==> config.mk <==
export PLATFORM = sky130hd
export DESIGN_NAME = extended_arithmetic_unit_flat
export DESIGN_NICKNAME = d
export VERILOG_FILES = /design/src/eau_pkg.sv /design/src/eau_if.sv /design/src/extended_arithmetic_unit.sv /design/src/eau_front.sv /design/src/eau_back.sv /design/src/flat_wrapper.sv
export SDC_FILE = /design/constraint.sdc
export NUM_CORES = 2
export LEC_CHECK = 0
export ABC_CLOCK_PERIOD_IN_PS = 64400
export BUFFER_PORTS_ARGS = -buffer_cell sky130_fd_sc_hd__buf_2
export CORE_MARGIN = 4
export CORE_UTILIZATION = 55
export CTS_BUF_LIST = sky130_fd_sc_hd__clkbuf_4 sky130_fd_sc_hd__clkbuf_8
export CTS_CLUSTER_SIZE = 12
export DETAILED_ROUTE_END_ITERATION = 6
export GPL_TIMING_DRIVEN = 0
export PLACE_DENSITY_LB_ADDON = 0.25
export SETUP_SLACK_MARGIN = 0.1
export SLEW_MARGIN = 30
export SYNTH_ARGS = -nofsm -noshare
export SYNTH_HDL_FRONTEND = slang
export SYNTH_SLANG_ARGS = --single-unit
==> constraint.sdc <==
create_clock -name clk -period 64.4 [get_ports clk]
set_input_delay 9.66 -clock clk [delete_from_list [all_inputs] [get_ports clk]]
set_output_delay 9.66 -clock clk [all_outputs]
set_load 0.02 [all_outputs]
==> src/eau_pkg.sv <==
package eau_pkg;

	localparam logic [7:0] GRP_EAU0 = 8'o200;
	localparam logic [7:0] GRP_DIV  = 8'o201;
	localparam logic [7:0] GRP_EAU2 = 8'o202;

	localparam int QDEPTH = 2;
	localparam int DIV_STEPS = 16;

	typedef enum logic [1:0] {
		ST_OK      = 2'd0,
		ST_UNDEF   = 2'd1,
		ST_UNIMPL  = 2'd2,
		ST_NOTHERE = 2'd3
	} status_t;

	typedef enum logic [3:0] {
		OP_PASS, OP_ASL, OP_LSL, OP_RRL, OP_ASR, OP_LSR, OP_RRR,
		OP_TIMER, OP_MPY, OP_DIV
	} op_t;

	typedef enum logic [1:0] {
		REG_INSTALLED = 2'd0,
		REG_MODEL     = 2'd1,
		REG_STOP_UNDEF = 2'd2,
		REG_STOP_UNIMPL = 2'd3
	} reg_idx_t;

	// classified item handed from front to back
	typedef struct packed {
		op_t         op;
		logic [4:0]  sh;
		logic [15:0] a;
		logic [15:0] b;
		logic [15:0] m;
		logic        ov;
		status_t     st;
	} cmd_t;

	typedef struct packed {
		logic [15:0] a;
		logic [15:0] b;
		logic        ov;
		logic        rep;
		status_t     st;
	} res_t;

endpackage

==> src/eau_if.sv <==
interface eau_in_if;
	logic        valid;
	logic        ready;
	logic [15:0] instr_word;
	logic [15:0] a_in;
	logic [15:0] b_in;
	logic [15:0] mem_word;
	logic        overflow_in;
	modport source(output valid, instr_word, a_in, b_in, mem_word, overflow_in, input ready);
	modport sink(input valid, instr_word, a_in, b_in, mem_word, overflow_in, output ready);
endinterface

interface eau_out_if;
	logic        valid;
	logic        ready;
	logic [15:0] a_out;
	logic [15:0] b_out;
	logic        overflow_out;
	logic        repeat_request;
	logic [1:0]  status;
	modport source(output valid, a_out, b_out, overflow_out, repeat_request, status, input ready);
	modport sink(input valid, a_out, b_out, overflow_out, repeat_request, status, output ready);
endinterface

interface eau_cfg_if;
	logic        valid;
	logic        ready;
	logic [1:0]  index;
	logic [1:0]  data;
	modport source(output valid, index, data, input ready);
	modport sink(input valid, index, data, output ready);
endinterface

==> src/extended_arithmetic_unit.sv <==
// Path from input beat to result beat: classify queue, capture stage, 16 divide steps,
// fix-up and output stages; the same path for every operation.
// Throughput: one instruction per cycle; the in-order pipe stalls only on output backpressure.
// Reset (arst_n low) empties queue and pipe; config resets to installed, E/F model, no stops.
module extended_arithmetic_unit (
	input  logic      clk,
	input  logic      arst_n,
	eau_in_if.sink    in_ch,
	eau_cfg_if.sink   cfg,
	eau_out_if.source out_ch
);

	eau_pkg::cmd_t cmd;
	eau_pkg::res_t res;
	logic          cmd_valid, cmd_ready;

	eau_front u_front (
		.clk, .arst_n, .in_ch, .cfg, .cmd, .cmd_valid, .cmd_ready
	);

	eau_back u_back (
		.clk, .arst_n, .cmd, .cmd_valid, .cmd_ready,
		.res, .res_valid(out_ch.valid), .res_ready(out_ch.ready)
	);

	assign out_ch.a_out = res.a;
	assign out_ch.b_out = res.b;
	assign out_ch.overflow_out = res.ov;
	assign out_ch.repeat_request = res.rep;
	assign out_ch.status = res.st;

endmodule

==> src/eau_front.sv <==
module eau_front (
	input  logic                clk,
	input  logic                arst_n,
	eau_in_if.sink              in_ch,
	eau_cfg_if.sink             cfg,
	output eau_pkg::cmd_t       cmd,
	output logic                cmd_valid,
	input  logic                cmd_ready
);

	logic       installed_q, stop_undef_q, stop_unimpl_q;
	logic [1:0] model_q;
	logic [eau_pkg::QDEPTH-1:0] vld_q;
	logic [eau_pkg::QDEPTH-1:0] vld_d;
	eau_pkg::cmd_t q_q [eau_pkg::QDEPTH];
	logic       wr_ptr_q, rd_ptr_q;
	eau_pkg::cmd_t c;
	logic [7:0] grp;
	logic [3:0] opc;
	logic       ef, push, pop;

	assign cfg.ready = 1'b1;

	// hold configuration registers
	always_ff @(posedge clk or negedge arst_n) begin
		if (!arst_n) begin
			installed_q <= 1'b1;
			model_q <= 2'd2;
			stop_undef_q <= 1'b0;
			stop_unimpl_q <= 1'b0;
		end else if (cfg.valid) begin
			unique case (eau_pkg::reg_idx_t'(cfg.index))
				eau_pkg::REG_INSTALLED:   installed_q <= cfg.data[0];
				eau_pkg::REG_MODEL:       model_q <= cfg.data;
				eau_pkg::REG_STOP_UNDEF:  stop_undef_q <= cfg.data[0];
				eau_pkg::REG_STOP_UNIMPL: stop_unimpl_q <= cfg.data[0];
				default: ;
			endcase
		end
	end

	// classify the instruction
	always_comb begin
		grp = in_ch.instr_word[15:8];
		opc = in_ch.instr_word[7:4];
		ef = model_q[1];
		c.op = eau_pkg::OP_PASS;
		c.sh = (in_ch.instr_word[3:0] == 4'd0) ? 5'd16 : {1'b0, in_ch.instr_word[3:0]};
		c.a = in_ch.a_in;
		c.b = in_ch.b_in;
		c.m = in_ch.mem_word;
		c.ov = in_ch.overflow_in;
		c.st = eau_pkg::ST_OK;
		if (!installed_q) begin
			if (stop_unimpl_q) c.st = eau_pkg::ST_UNIMPL;
		end else if (grp == eau_pkg::GRP_EAU0) begin
			unique case (opc)
				4'd0: if (!ef && stop_undef_q) c.st = eau_pkg::ST_UNDEF;
				4'd1: c.op = eau_pkg::OP_ASL;
				4'd2: c.op = eau_pkg::OP_LSL;
				4'd3: begin
					if (ef) c.op = eau_pkg::OP_TIMER;
					else if (stop_undef_q) c.st = eau_pkg::ST_UNDEF;
					else if (model_q == 2'd1) c.op = eau_pkg::OP_MPY;
				end
				4'd4: c.op = eau_pkg::OP_RRL;
				4'd8: c.op = eau_pkg::OP_MPY;
				default: if (stop_unimpl_q) c.st = eau_pkg::ST_UNIMPL;
			endcase
		end else if (grp == eau_pkg::GRP_DIV) begin
			c.op = eau_pkg::OP_DIV;
		end else if (grp == eau_pkg::GRP_EAU2) begin
			unique case (opc)
				4'd1: c.op = eau_pkg::OP_ASR;
				4'd2: c.op = eau_pkg::OP_LSR;
				4'd4: c.op = eau_pkg::OP_RRR;
				default: if (stop_undef_q) c.st = eau_pkg::ST_UNDEF;
			endcase
		end else begin
			c.st = eau_pkg::ST_NOTHERE;
		end
	end

	// two-entry queue toward the back
	assign in_ch.ready = ~vld_q[wr_ptr_q];
	assign push = in_ch.valid & in_ch.ready;
	assign cmd_valid = vld_q[rd_ptr_q];
	assign pop = cmd_valid & cmd_ready;
	assign cmd = q_q[rd_ptr_q];

	always_ff @(posedge clk) begin
		if (push) q_q[wr_ptr_q] <= c;
	end

	// mark the written slot full and the read slot empty
	always_comb begin
		vld_d = vld_q;
		if (push) vld_d[wr_ptr_q] = 1'b1;
		if (pop) vld_d[rd_ptr_q] = 1'b0;
	end

	always_ff @(posedge clk or negedge arst_n) begin
		if (!arst_n) begin
			vld_q <= '0;
			wr_ptr_q <= 1'b0;
			rd_ptr_q <= 1'b0;
		end else begin
			vld_q <= vld_d;
			wr_ptr_q <= wr_ptr_q ^ push;
			rd_ptr_q <= rd_ptr_q ^ pop;
		end
	end

	a_ptr: assert property (@(posedge clk) disable iff (!arst_n)
		(vld_q == 2'b00 || vld_q == 2'b11) |-> wr_ptr_q == rd_ptr_q)
		else $error("queue pointers disagree with occupancy");
	a_push_full: assert property (@(posedge clk) disable iff (!arst_n)
		(vld_q == 2'b11) |-> !push)
		else $error("push into full queue");
	a_pop: assert property (@(posedge clk) disable iff (!arst_n)
		pop && !push && vld_q != 2'b11 |=> !cmd_valid)
		else $error("queue not drained");

endmodule

==> src/eau_back.sv <==
module eau_back (
	input  logic          clk,
	input  logic          arst_n,
	input  eau_pkg::cmd_t cmd,
	input  logic          cmd_valid,
	output logic          cmd_ready,
	output eau_pkg::res_t res,
	output logic          res_valid,
	input  logic          res_ready
);

	localparam int NS = eau_pkg::DIV_STEPS + 3;

	// stage arrays: index 0 input stage, last is output
	logic          vld_s [NS];
	eau_pkg::res_t r_s   [NS];
	logic          div_s [NS];
	logic          mpy_s [NS];
	logic [15:0]   rem_s [NS];
	logic [15:0]   quo_s [NS];
	logic [15:0]   dv_s  [NS];
	logic          rs_s  [NS];
	logic          qs_s  [NS];
	logic          adv;

	logic [31:0]   d, dres, lost, src, fill;
	logic [15:0]   na, nb, v2;
	logic          nov, rs, qs, divov;
	eau_pkg::res_t r0;
	logic signed [31:0] prod;
	logic [15:0]   qf, rf;
	logic          ovf;

	// whole pipe moves when the output is free
	assign adv = !vld_s[NS-1] || res_ready;
	assign cmd_ready = adv;
	assign res_valid = vld_s[NS-1];
	assign res = r_s[NS-1];

	// shifts, timer, divide setup
	always_comb begin
		d = {cmd.b, cmd.a};
		dres = d;
		nov = cmd.ov;
		na = cmd.a;
		nb = cmd.b;
		lost = 32'hFFFF_FFFF << (6'd31 - {1'b0, cmd.sh});
		src = d[31] ? ~d : d;
		fill = d[31] ? 32'hFFFF_FFFF : 32'h0;
		r0.rep = 1'b0;
		unique case (cmd.op)
			eau_pkg::OP_ASL: begin
				nov = |(src & lost);
				dres = {d[31], 31'((d << cmd.sh))};
			end
			eau_pkg::OP_LSL: dres = d << cmd.sh;
			eau_pkg::OP_RRL: dres = (d << cmd.sh) | (d >> (6'd32 - {1'b0, cmd.sh}));
			eau_pkg::OP_ASR: begin
				nov = 1'b0;
				dres = (d >> cmd.sh) | (fill << (6'd32 - {1'b0, cmd.sh}));
			end
			eau_pkg::OP_LSR: dres = d >> cmd.sh;
			eau_pkg::OP_RRR: dres = (d >> cmd.sh) | (d << (6'd32 - {1'b0, cmd.sh}));
			eau_pkg::OP_TIMER: begin
				dres[31:16] = cmd.b + 16'd1;
				r0.rep = (dres[31:16] != 16'd0);
			end
			default: ;
		endcase
		rs = cmd.b[15];
		qs = rs ^ cmd.m[15];
		if (rs) begin
			na = 16'(-cmd.a);
			nb = ~cmd.b + {15'd0, (na == 16'd0)};
		end
		v2 = cmd.m[15] ? 16'(-cmd.m) : cmd.m;
		divov = (nb >= v2);
		if (cmd.op == eau_pkg::OP_DIV) begin
			dres = {nb, na};
			nov = divov ? 1'b1 : 1'b0;
		end
		r0.a = dres[15:0];
		r0.b = dres[31:16];
		r0.ov = nov;
		r0.st = cmd.st;
	end

	// stage 0: capture
	always_ff @(posedge clk or negedge arst_n) begin
		if (!arst_n) vld_s[0] <= 1'b0;
		else if (adv) vld_s[0] <= cmd_valid;
	end
	always_ff @(posedge clk) begin
		if (adv) begin
			r_s[0] <= r0;
			div_s[0] <= (cmd.op == eau_pkg::OP_DIV) && !divov;
			mpy_s[0] <= (cmd.op == eau_pkg::OP_MPY);
			rem_s[0] <= nb;
			quo_s[0] <= na;
			dv_s[0] <= (cmd.op == eau_pkg::OP_MPY) ? cmd.m : v2;
			rs_s[0] <= rs;
			qs_s[0] <= qs;
		end
	end

	// stage 1: multiply, then one restoring divide step per stage
	assign prod = $signed(r_s[0].a) * $signed(dv_s[0]);

	for (genvar i = 1; i < NS; i++) begin : g_st
		logic [16:0]   trial;
		logic [16:0]   diff;
		eau_pkg::res_t r_d;
		logic [15:0]   rem_d;
		logic [15:0]   quo_d;
		always_comb begin
			trial = {rem_s[i-1], quo_s[i-1][15]};
			diff = trial - {1'b0, dv_s[i-1]};
			r_d = r_s[i-1];
			rem_d = rem_s[i-1];
			quo_d = quo_s[i-1];
			if (i == 1 && mpy_s[0]) begin
				r_d.a = prod[15:0];
				r_d.b = prod[31:16];
				r_d.ov = 1'b0;
			end
			if (i <= eau_pkg::DIV_STEPS && div_s[i-1]) begin
				if (!diff[16]) begin
					rem_d = diff[15:0];
					quo_d = {quo_s[i-1][14:0], 1'b1};
				end else begin
					rem_d = trial[15:0];
					quo_d = {quo_s[i-1][14:0], 1'b0};
				end
			end
			if (i == eau_pkg::DIV_STEPS + 1 && div_s[i-1]) begin
				r_d.a = qf;
				r_d.b = rf;
				r_d.ov = ovf;
			end
		end
		always_ff @(posedge clk or negedge arst_n) begin
			if (!arst_n) vld_s[i] <= 1'b0;
			else if (adv) vld_s[i] <= vld_s[i-1];
		end
		always_ff @(posedge clk) begin
			if (adv) begin
				r_s[i] <= r_d;
				div_s[i] <= div_s[i-1];
				mpy_s[i] <= 1'b0;
				rem_s[i] <= rem_d;
				quo_s[i] <= quo_d;
				dv_s[i] <= dv_s[i-1];
				rs_s[i] <= rs_s[i-1];
				qs_s[i] <= qs_s[i-1];
			end
		end
	end

	// signed fix-up of quotient and remainder
	always_comb begin
		qf = quo_s[eau_pkg::DIV_STEPS];
		ovf = 1'b0;
		if (qf != 16'd0) begin
			if (qs_s[eau_pkg::DIV_STEPS]) qf = 16'(-qf);
			ovf = qf[15] ^ qs_s[eau_pkg::DIV_STEPS];
		end
		rf = rs_s[eau_pkg::DIV_STEPS] ? 16'(-rem_s[eau_pkg::DIV_STEPS])
			: rem_s[eau_pkg::DIV_STEPS];
	end

	a_hold: assert property (@(posedge clk) disable iff (!arst_n)
		!adv |=> $stable(vld_s[NS-1]))
		else $error("output stage changed during stall");
	a_rdy: assert property (@(posedge clk) disable iff (!arst_n)
		!res_valid |-> cmd_ready)
		else $error("empty output blocked input");
	a_one: assert property (@(posedge clk) disable iff (!arst_n)
		vld_s[0] && adv |=> vld_s[1])
		else $error("item lost in pipe");

endmodule

==> src/flat_wrapper.sv <==
// flat-port wrapper written by rule: the top's interface ports become plain ports
module extended_arithmetic_unit_flat 
  (clk, arst_n, in_ch_valid, in_ch_instr_word, in_ch_a_in, in_ch_b_in, in_ch_mem_word, in_ch_overflow_in, in_ch_ready, cfg_valid, cfg_index, cfg_data, cfg_ready, out_ch_valid, out_ch_a_out, out_ch_b_out, out_ch_overflow_out, out_ch_repeat_request, out_ch_status, out_ch_ready);
  eau_in_if in_ch_i ();
  eau_cfg_if cfg_i ();
  eau_out_if out_ch_i ();
  input  logic clk;
  input  logic arst_n;
  input wire logic [$bits(in_ch_i.valid)-1:0] in_ch_valid;
  input wire logic [$bits(in_ch_i.instr_word)-1:0] in_ch_instr_word;
  input wire logic [$bits(in_ch_i.a_in)-1:0] in_ch_a_in;
  input wire logic [$bits(in_ch_i.b_in)-1:0] in_ch_b_in;
  input wire logic [$bits(in_ch_i.mem_word)-1:0] in_ch_mem_word;
  input wire logic [$bits(in_ch_i.overflow_in)-1:0] in_ch_overflow_in;
  output wire logic [$bits(in_ch_i.ready)-1:0] in_ch_ready;
  input wire logic [$bits(cfg_i.valid)-1:0] cfg_valid;
  input wire logic [$bits(cfg_i.index)-1:0] cfg_index;
  input wire logic [$bits(cfg_i.data)-1:0] cfg_data;
  output wire logic [$bits(cfg_i.ready)-1:0] cfg_ready;
  output wire logic [$bits(out_ch_i.valid)-1:0] out_ch_valid;
  output wire logic [$bits(out_ch_i.a_out)-1:0] out_ch_a_out;
  output wire logic [$bits(out_ch_i.b_out)-1:0] out_ch_b_out;
  output wire logic [$bits(out_ch_i.overflow_out)-1:0] out_ch_overflow_out;
  output wire logic [$bits(out_ch_i.repeat_request)-1:0] out_ch_repeat_request;
  output wire logic [$bits(out_ch_i.status)-1:0] out_ch_status;
  input wire logic [$bits(out_ch_i.ready)-1:0] out_ch_ready;
  assign in_ch_i.valid = in_ch_valid;
  assign in_ch_i.instr_word = in_ch_instr_word;
  assign in_ch_i.a_in = in_ch_a_in;
  assign in_ch_i.b_in = in_ch_b_in;
  assign in_ch_i.mem_word = in_ch_mem_word;
  assign in_ch_i.overflow_in = in_ch_overflow_in;
  assign in_ch_ready = in_ch_i.ready;
  assign cfg_i.valid = cfg_valid;
  assign cfg_i.index = cfg_index;
  assign cfg_i.data = cfg_data;
  assign cfg_ready = cfg_i.ready;
  assign out_ch_valid = out_ch_i.valid;
  assign out_ch_a_out = out_ch_i.a_out;
  assign out_ch_b_out = out_ch_i.b_out;
  assign out_ch_overflow_out = out_ch_i.overflow_out;
  assign out_ch_repeat_request = out_ch_i.repeat_request;
  assign out_ch_status = out_ch_i.status;
  assign out_ch_i.ready = out_ch_ready;
  extended_arithmetic_unit u_core (.clk(clk), .arst_n(arst_n), .in_ch(in_ch_i), .cfg(cfg_i), .out_ch(out_ch_i));
endmodule
== Word level (Yosys, flattened, before mapping) ==
Memory sizes are Yosys's and may differ from the RTL's.
Cells that the tools add are included.
Widths: inputs -> output; s select.
Storage, ports and cells
  register bits after elaboration: 28
  RAM bits: 1792
  input port bits: 74
  output and inout bits: 39
  word-level logic and storage cells: 248
  memories: 9
Memory list
  u_core.u_back.r_s: depth 19, bits a word 36, read ports 19, clocked after Yosys merged registers in 0, write ports 19, line eau_back.sv:16  | eau_pkg::res_t r_s [NS];
  u_core.u_back.dv_s: depth 19, bits a word 16, read ports 18, clocked after Yosys merged registers in 0, write ports 19, line eau_back.sv:21  | logic [15:0] dv_s [NS];
  u_core.u_back.quo_s: depth 19, bits a word 16, read ports 18, clocked after Yosys merged registers in 0, write ports 19, line eau_back.sv:20  | logic [15:0] quo_s [NS];
  u_core.u_back.rem_s: depth 19, bits a word 16, read ports 18, clocked after Yosys merged registers in 0, write ports 19, line eau_back.sv:19  | logic [15:0] rem_s [NS];
  u_core.u_front.q_q: depth 2, bits a word 60, read ports 1, clocked after Yosys merged registers in 0, write ports 1, line eau_front.sv:15  | eau_pkg::cmd_t q_q [eau_pkg::QDEPTH];
  u_core.u_back.div_s: depth 19, bits a word 1, read ports 18, clocked after Yosys merged registers in 0, write ports 19, line eau_back.sv:17  | logic div_s [NS];
  +3 memories
Cells by class
  add/subtract/negate cells: 24
  multiply operators: 1
  $lt $le $gt $ge: 5
  eq/ne operators: 21
  shift operators: 6
  mux-type cells: 118
  bitwise logic cells: 16
  reduce and logical (&&, ||, !) cells: 22
Operators by type and width (number)
  $mux 16: 56
  $sub 17x16->17: 16
  $pmux 16 s7: 1
  $mux 32: 3
  $or 32x32->32: 3
  $pmux 16 s5: 1
  $mux 33: 2
  $neg 16->16: 4
  $shl 32x6->32: 2
  $mux 1: 33
  $and 32x32->32: 1
  $mul 16x16->32: 1
  $not 32->32: 1
  $reduce_bool 16->1: 2
  $reduce_or 32->1: 1
  $shl 32x5->32: 1
  $shl 32x6->32 const A: 1
  $shr 32x5->32: 1
  $shr 32x6->32: 1
  $eq 8x8->1 const B: 3
  $mux 4: 6
  $eq 4x3->1 const B: 5
  $pmux 4 s5: 1
  $add 16x1->16: 1
  other kinds (35): 66

== Longest topological paths before layout ==
  word-level depth: 8
  depth in mapped cells: 26
  depth with buffers taken out: 24

== By module ==
From an unflattened synthesis, not the netlist that was laid out.
Unflattened totals
  cells, all modules: 7473
  area total of the unflattened synthesis: 93413.3 um^2
Modules (own cells, without submodules)
  eau_back: times used 1, cells each 7199, area an instance 88338.5 um^2, seq. area each 46599.7 um^2
  eau_front: times used 1, cells each 274, area an instance 5074.9 um^2, seq. area each 3831.2 um^2

== Worst setup path after synthesis ==
OpenSTA, ideal clock, no wires.
  path kind: input to register
  from: input out_ch_ready
  to: memory u_core.u_back.div_s[0] (enable)
  library setup time: 2.506 ns
  arrival: 51.317 ns
  required time: 61.894 ns
  setup slack: 10.577 ns
  stages: 3
  buffers on the path: 1
  cells stage by stage: nor2b_1 -> inv_1 -> clkbuf_1
RTL lines
  from (decl): line flat_wrapper.sv:26  | input wire logic [$bits(out_ch_i.ready)-1:0] out_ch_ready;
  to (decl): line eau_back.sv:17

==> flow_metrics.env <==
export IMPL_place_inst=10300
export IMPL_max_cap_violations=0
export IMPL_r2r_cells=21
export IMPL_rrSetupSlack_ns=56.25
export IMPL_ys_top_cells_by_count="edfxtp_1 (1656), inv_1 (684), nor2_1 (635)"
export IMPL_synth_ff_type="edfxtp_1"
export IMPL_post_cts_buffers=0
export IMPL_syn_instance_count=7882
export IMPL_r2r_start="u_core.u_back.dv_s[0][7]$_DFFE_PP_"
export IMPL_die_width_um=423
export IMPL_pin_count=113
export IMPL_synth_seq_area_share_pct=53.2
export IMPL_cp_required_ns=65.07
export IMPL_hp_start="u_core.u_back.r_s[2][20]$_DFFE_PP_"
export IMPL_drc=0
export IMPL_firstDrtPassIters=6
export IMPL_cts_max_path_buffers=4
export IMPL_synth_area_leaders="edfxtp_1 (52%), fa_1 (5.9%), ha_1 (4.8%), mux2i_1 (4.6%), mux2_2 (4.0%)"
export IMPL_status="completed"
export IMPL_layout_drive_gt1_share_pct=13.8
export IMPL_rsz0062_at_grt="false"
export IMPL_synth_edff_count=1656
export IMPL_ys_warn_count=0
export IMPL_post_drt_wl_per_cell_um=27.3
export IMPL_cts_resized_gates=0
export IMPL_clockRootBuffer="clkbuf_8"
export IMPL_clkLatencyLatePin_ns=1.03
export IMPL_grt_pass1_vias=65500
export IMPL_area_growth_pct=10.8
export IMPL_gp_congestion=1.08
export IMPL_dieHeight_um=423
export IMPL_design_core_area_um2=172000
export IMPL_clk_pin_slew_worst_paths_ns=0.06
export IMPL_arrival_ns=13.22
export IMPL_drtIter0Drc=6124
export IMPL_cts_sinks=1684
export IMPL_finalCriticalPeriod_ns=12.55
export IMPL_ys_ff_latch=1684
export IMPL_num_rows=152
export IMPL_gr_total_overflow=0
export IMPL_slew_headroom_pct=24.7
export IMPL_h_tree_depth=5
export IMPL_cts_buffers_inserted=288
export IMPL_drv_slew=0
export IMPL_io_buffers=108
export IMPL_viasPerCell=6.03
export IMPL_grt_first_pass_wirelength_mm=431
export IMPL_antenna_found_initial=13
export IMPL_synth_cell_types=99
export IMPL_hpwlAfterDp_mm=227
export IMPL_nets=9044
export IMPL_setup_violations=0
export IMPL_critPathLaunch="out_ch_ready"
export IMPL_critPathCaptureType="register"
export IMPL_finalCritPeriodShare_pct=19.5
export IMPL_crit_end="u_core.u_back.r_s[11][29]$_DFFE_PP_"
export IMPL_finalNonFillerCells=10800
export IMPL_vias=65400
export IMPL_async_flop_share_pct=1.66
export IMPL_critPathMaxFanout=50
export IMPL_skew_ns=0.0888
export IMPL_fmax_mhz=79.7
export IMPL_synth_most_common_cell="edfxtp_1"
export IMPL_syn_area_um2=94900
export IMPL_synth_top_area_share_pct=52.4
export IMPL_initial_utilization_pct=55.3
export IMPL_cts_tree="done"
export IMPL_hold_buffers=0
export IMPL_postSynthAreaPerCell_um2=12.0
export IMPL_final_hold_viol_count=0
export IMPL_tightest_slew_ns=1.11
export IMPL_die_area_um2=179000
export IMPL_totalWireLength_mm=296
export IMPL_regToRegEndpoint="u_core.u_back.r_s[1][12]$_DFFE_PP_"
export IMPL_yosysTopAreaCell="edfxtp_1"
export IMPL_worst_setup_path_type="input port to register"
export IMPL_start_kind="input port"
export IMPL_ant_nets=0
export IMPL_synth_fp_nets=8601
export IMPL_hp_class="register to register"
export IMPL_grt_usage_pct=32.8
export IMPL_grt_max_degree=55
sequential cells by signal, indices dropped and copies added, names as in the netlist, 2 cells and up:
name / count
u_core.u_back.r_s: 684
u_core.u_back.quo_s: 272
u_core.u_back.rem_s: 272
u_core.u_back.dv_s: 256
u_core.u_front.q_q: 120
u_core.u_back.vld_s: 18
u_core.u_back.div_s: 17
u_core.u_back.qs_s: 17
u_core.u_back.rs_s: 17
u_core.u_front.model_q: 2
u_core.u_front.vld_q: 2
logic make-up (layout without fill, tap and decap cells):
family	count (synthesis)	in the layout	synth area share (%)
simple gates	1853	1853	9.03
mux	806	806	9.36
other cells	1	15	0.00395
compound gates	1532	1532	10.2
buf+inv	1035	1672	4.46
xor+xnor	326	326	3.04
fa+ha+maj	645	645	10.7
flops	1684	1684	53.2
worst max-delay path, stage by stage:
cell and delay (ns):
buf_2 0.08, nor2b_1 0.06, inv_1 0.14, clkbuf_4 0.35
buf_12 0.28, buf_16 0.25, buf_16 0.29, buf_16 0.29
buf_12 0.28, buf_12 0.24, buf_16 0.27, buf_16 0.30
buf_12 0.27, buf_12 0.27
metrics by stage:
step | setup TNS, ns | cell area, um2 | util [%] | hold slack (ns) | setup slack, ns
global placement | -4383.05 | 98300 | 57.3 | 0.400 | -3.46
detailed placement | 0 | 99600 | 58.1 | 0.405 | 50.82
floorplan | 0 | 94900 | - | 0.400 | 10.58
finish | 0 | 105000 | 61.3 | 0.329 | 51.85
CTS | 0 | 105000 | 61.3 | 0.320 | 51.94
global route | 0 | 105000 | 61.3 | 0.330 | 51.65
layer usage:
layer / vias to the layer above / share of wire (%) / GRT usage [%]
met5: - / 0.0098 / 0
met4: 4 / 8.1 / 21.8
met3: 715 / 6.4 / 5.71
met2: 2620 / 46 / 52.9
met1: 32500 / 39 / 40.8
li1: 29600 / - / -
placed cells by master, fill, tap and decap left out, types with 67 or more instances in the layout:
| cell | Yosys | layout |
|---|---|---|
| edfxtp_1 | 1656 | 1656 |
| inv_1 | 684 | 684 |
| nor2_1 | 635 | 631 |
| a21oi_1 | 545 | 543 |
| nand2_1 | 534 | 534 |
| mux2i_1 | 433 | 410 |
| ha_1 | 367 | 365 |
| mux2_2 | 334 | 334 |
| clkbuf_8 | 0 | 298 |
| fa_1 | 278 | 278 |
| o21ai_0 | 267 | 262 |
| xnor2_1 | 244 | 241 |
| clkbuf_1 | 219 | 206 |
| buf_2 | 62 | 172 |
| and2_1 | 151 | 151 |
| nor3_1 | 118 | 116 |
| nand3_1 | 112 | 112 |
| o21a_1 | 82 | 82 |
| clkbuf_4 | 0 | 79 |
| xor2_1 | 78 | 78 |
| a211oi_1 | 75 | 74 |
| a31oi_1 | 67 | 67 |
how the worst min path moves through the flow:
stage          slack, ns                                   to  depth (start not counted)
5_1_grt             0.33   u_core.u_back.r_s[5][28]$_DFFE_PP_                          0
3_3_place_gp        0.40  u_core.u_back.r_s[10][17]$_DFFE_PP_                          0
6_report            0.33   u_core.u_back.r_s[3][20]$_DFFE_PP_                          0
4_1_cts             0.32   u_core.u_back.r_s[3][20]$_DFFE_PP_                          0
2_1_floorplan       0.40     u_core.u_back.qs_s[10]$_DFFE_PP_                          0
3_5_place_dp        0.40  u_core.u_back.r_s[10][13]$_DFFE_PP_                          0
area by class of cell:
class                   instances  area (um2)
clock inverters               108         787
multi-input cells            5163       40600
fillers                     13200       66400
plain buffers                 342        1650
inverters                     693        2600
flip-flops and latches       1684       50400
clock buffers                 376        4690
repair buffers                153        1490
well taps                    2310        2890
diodes                         14        35.0
Power is not shown: default switching activity piles up to over one toggle a cycle in this logic, so the estimate is an artifact.
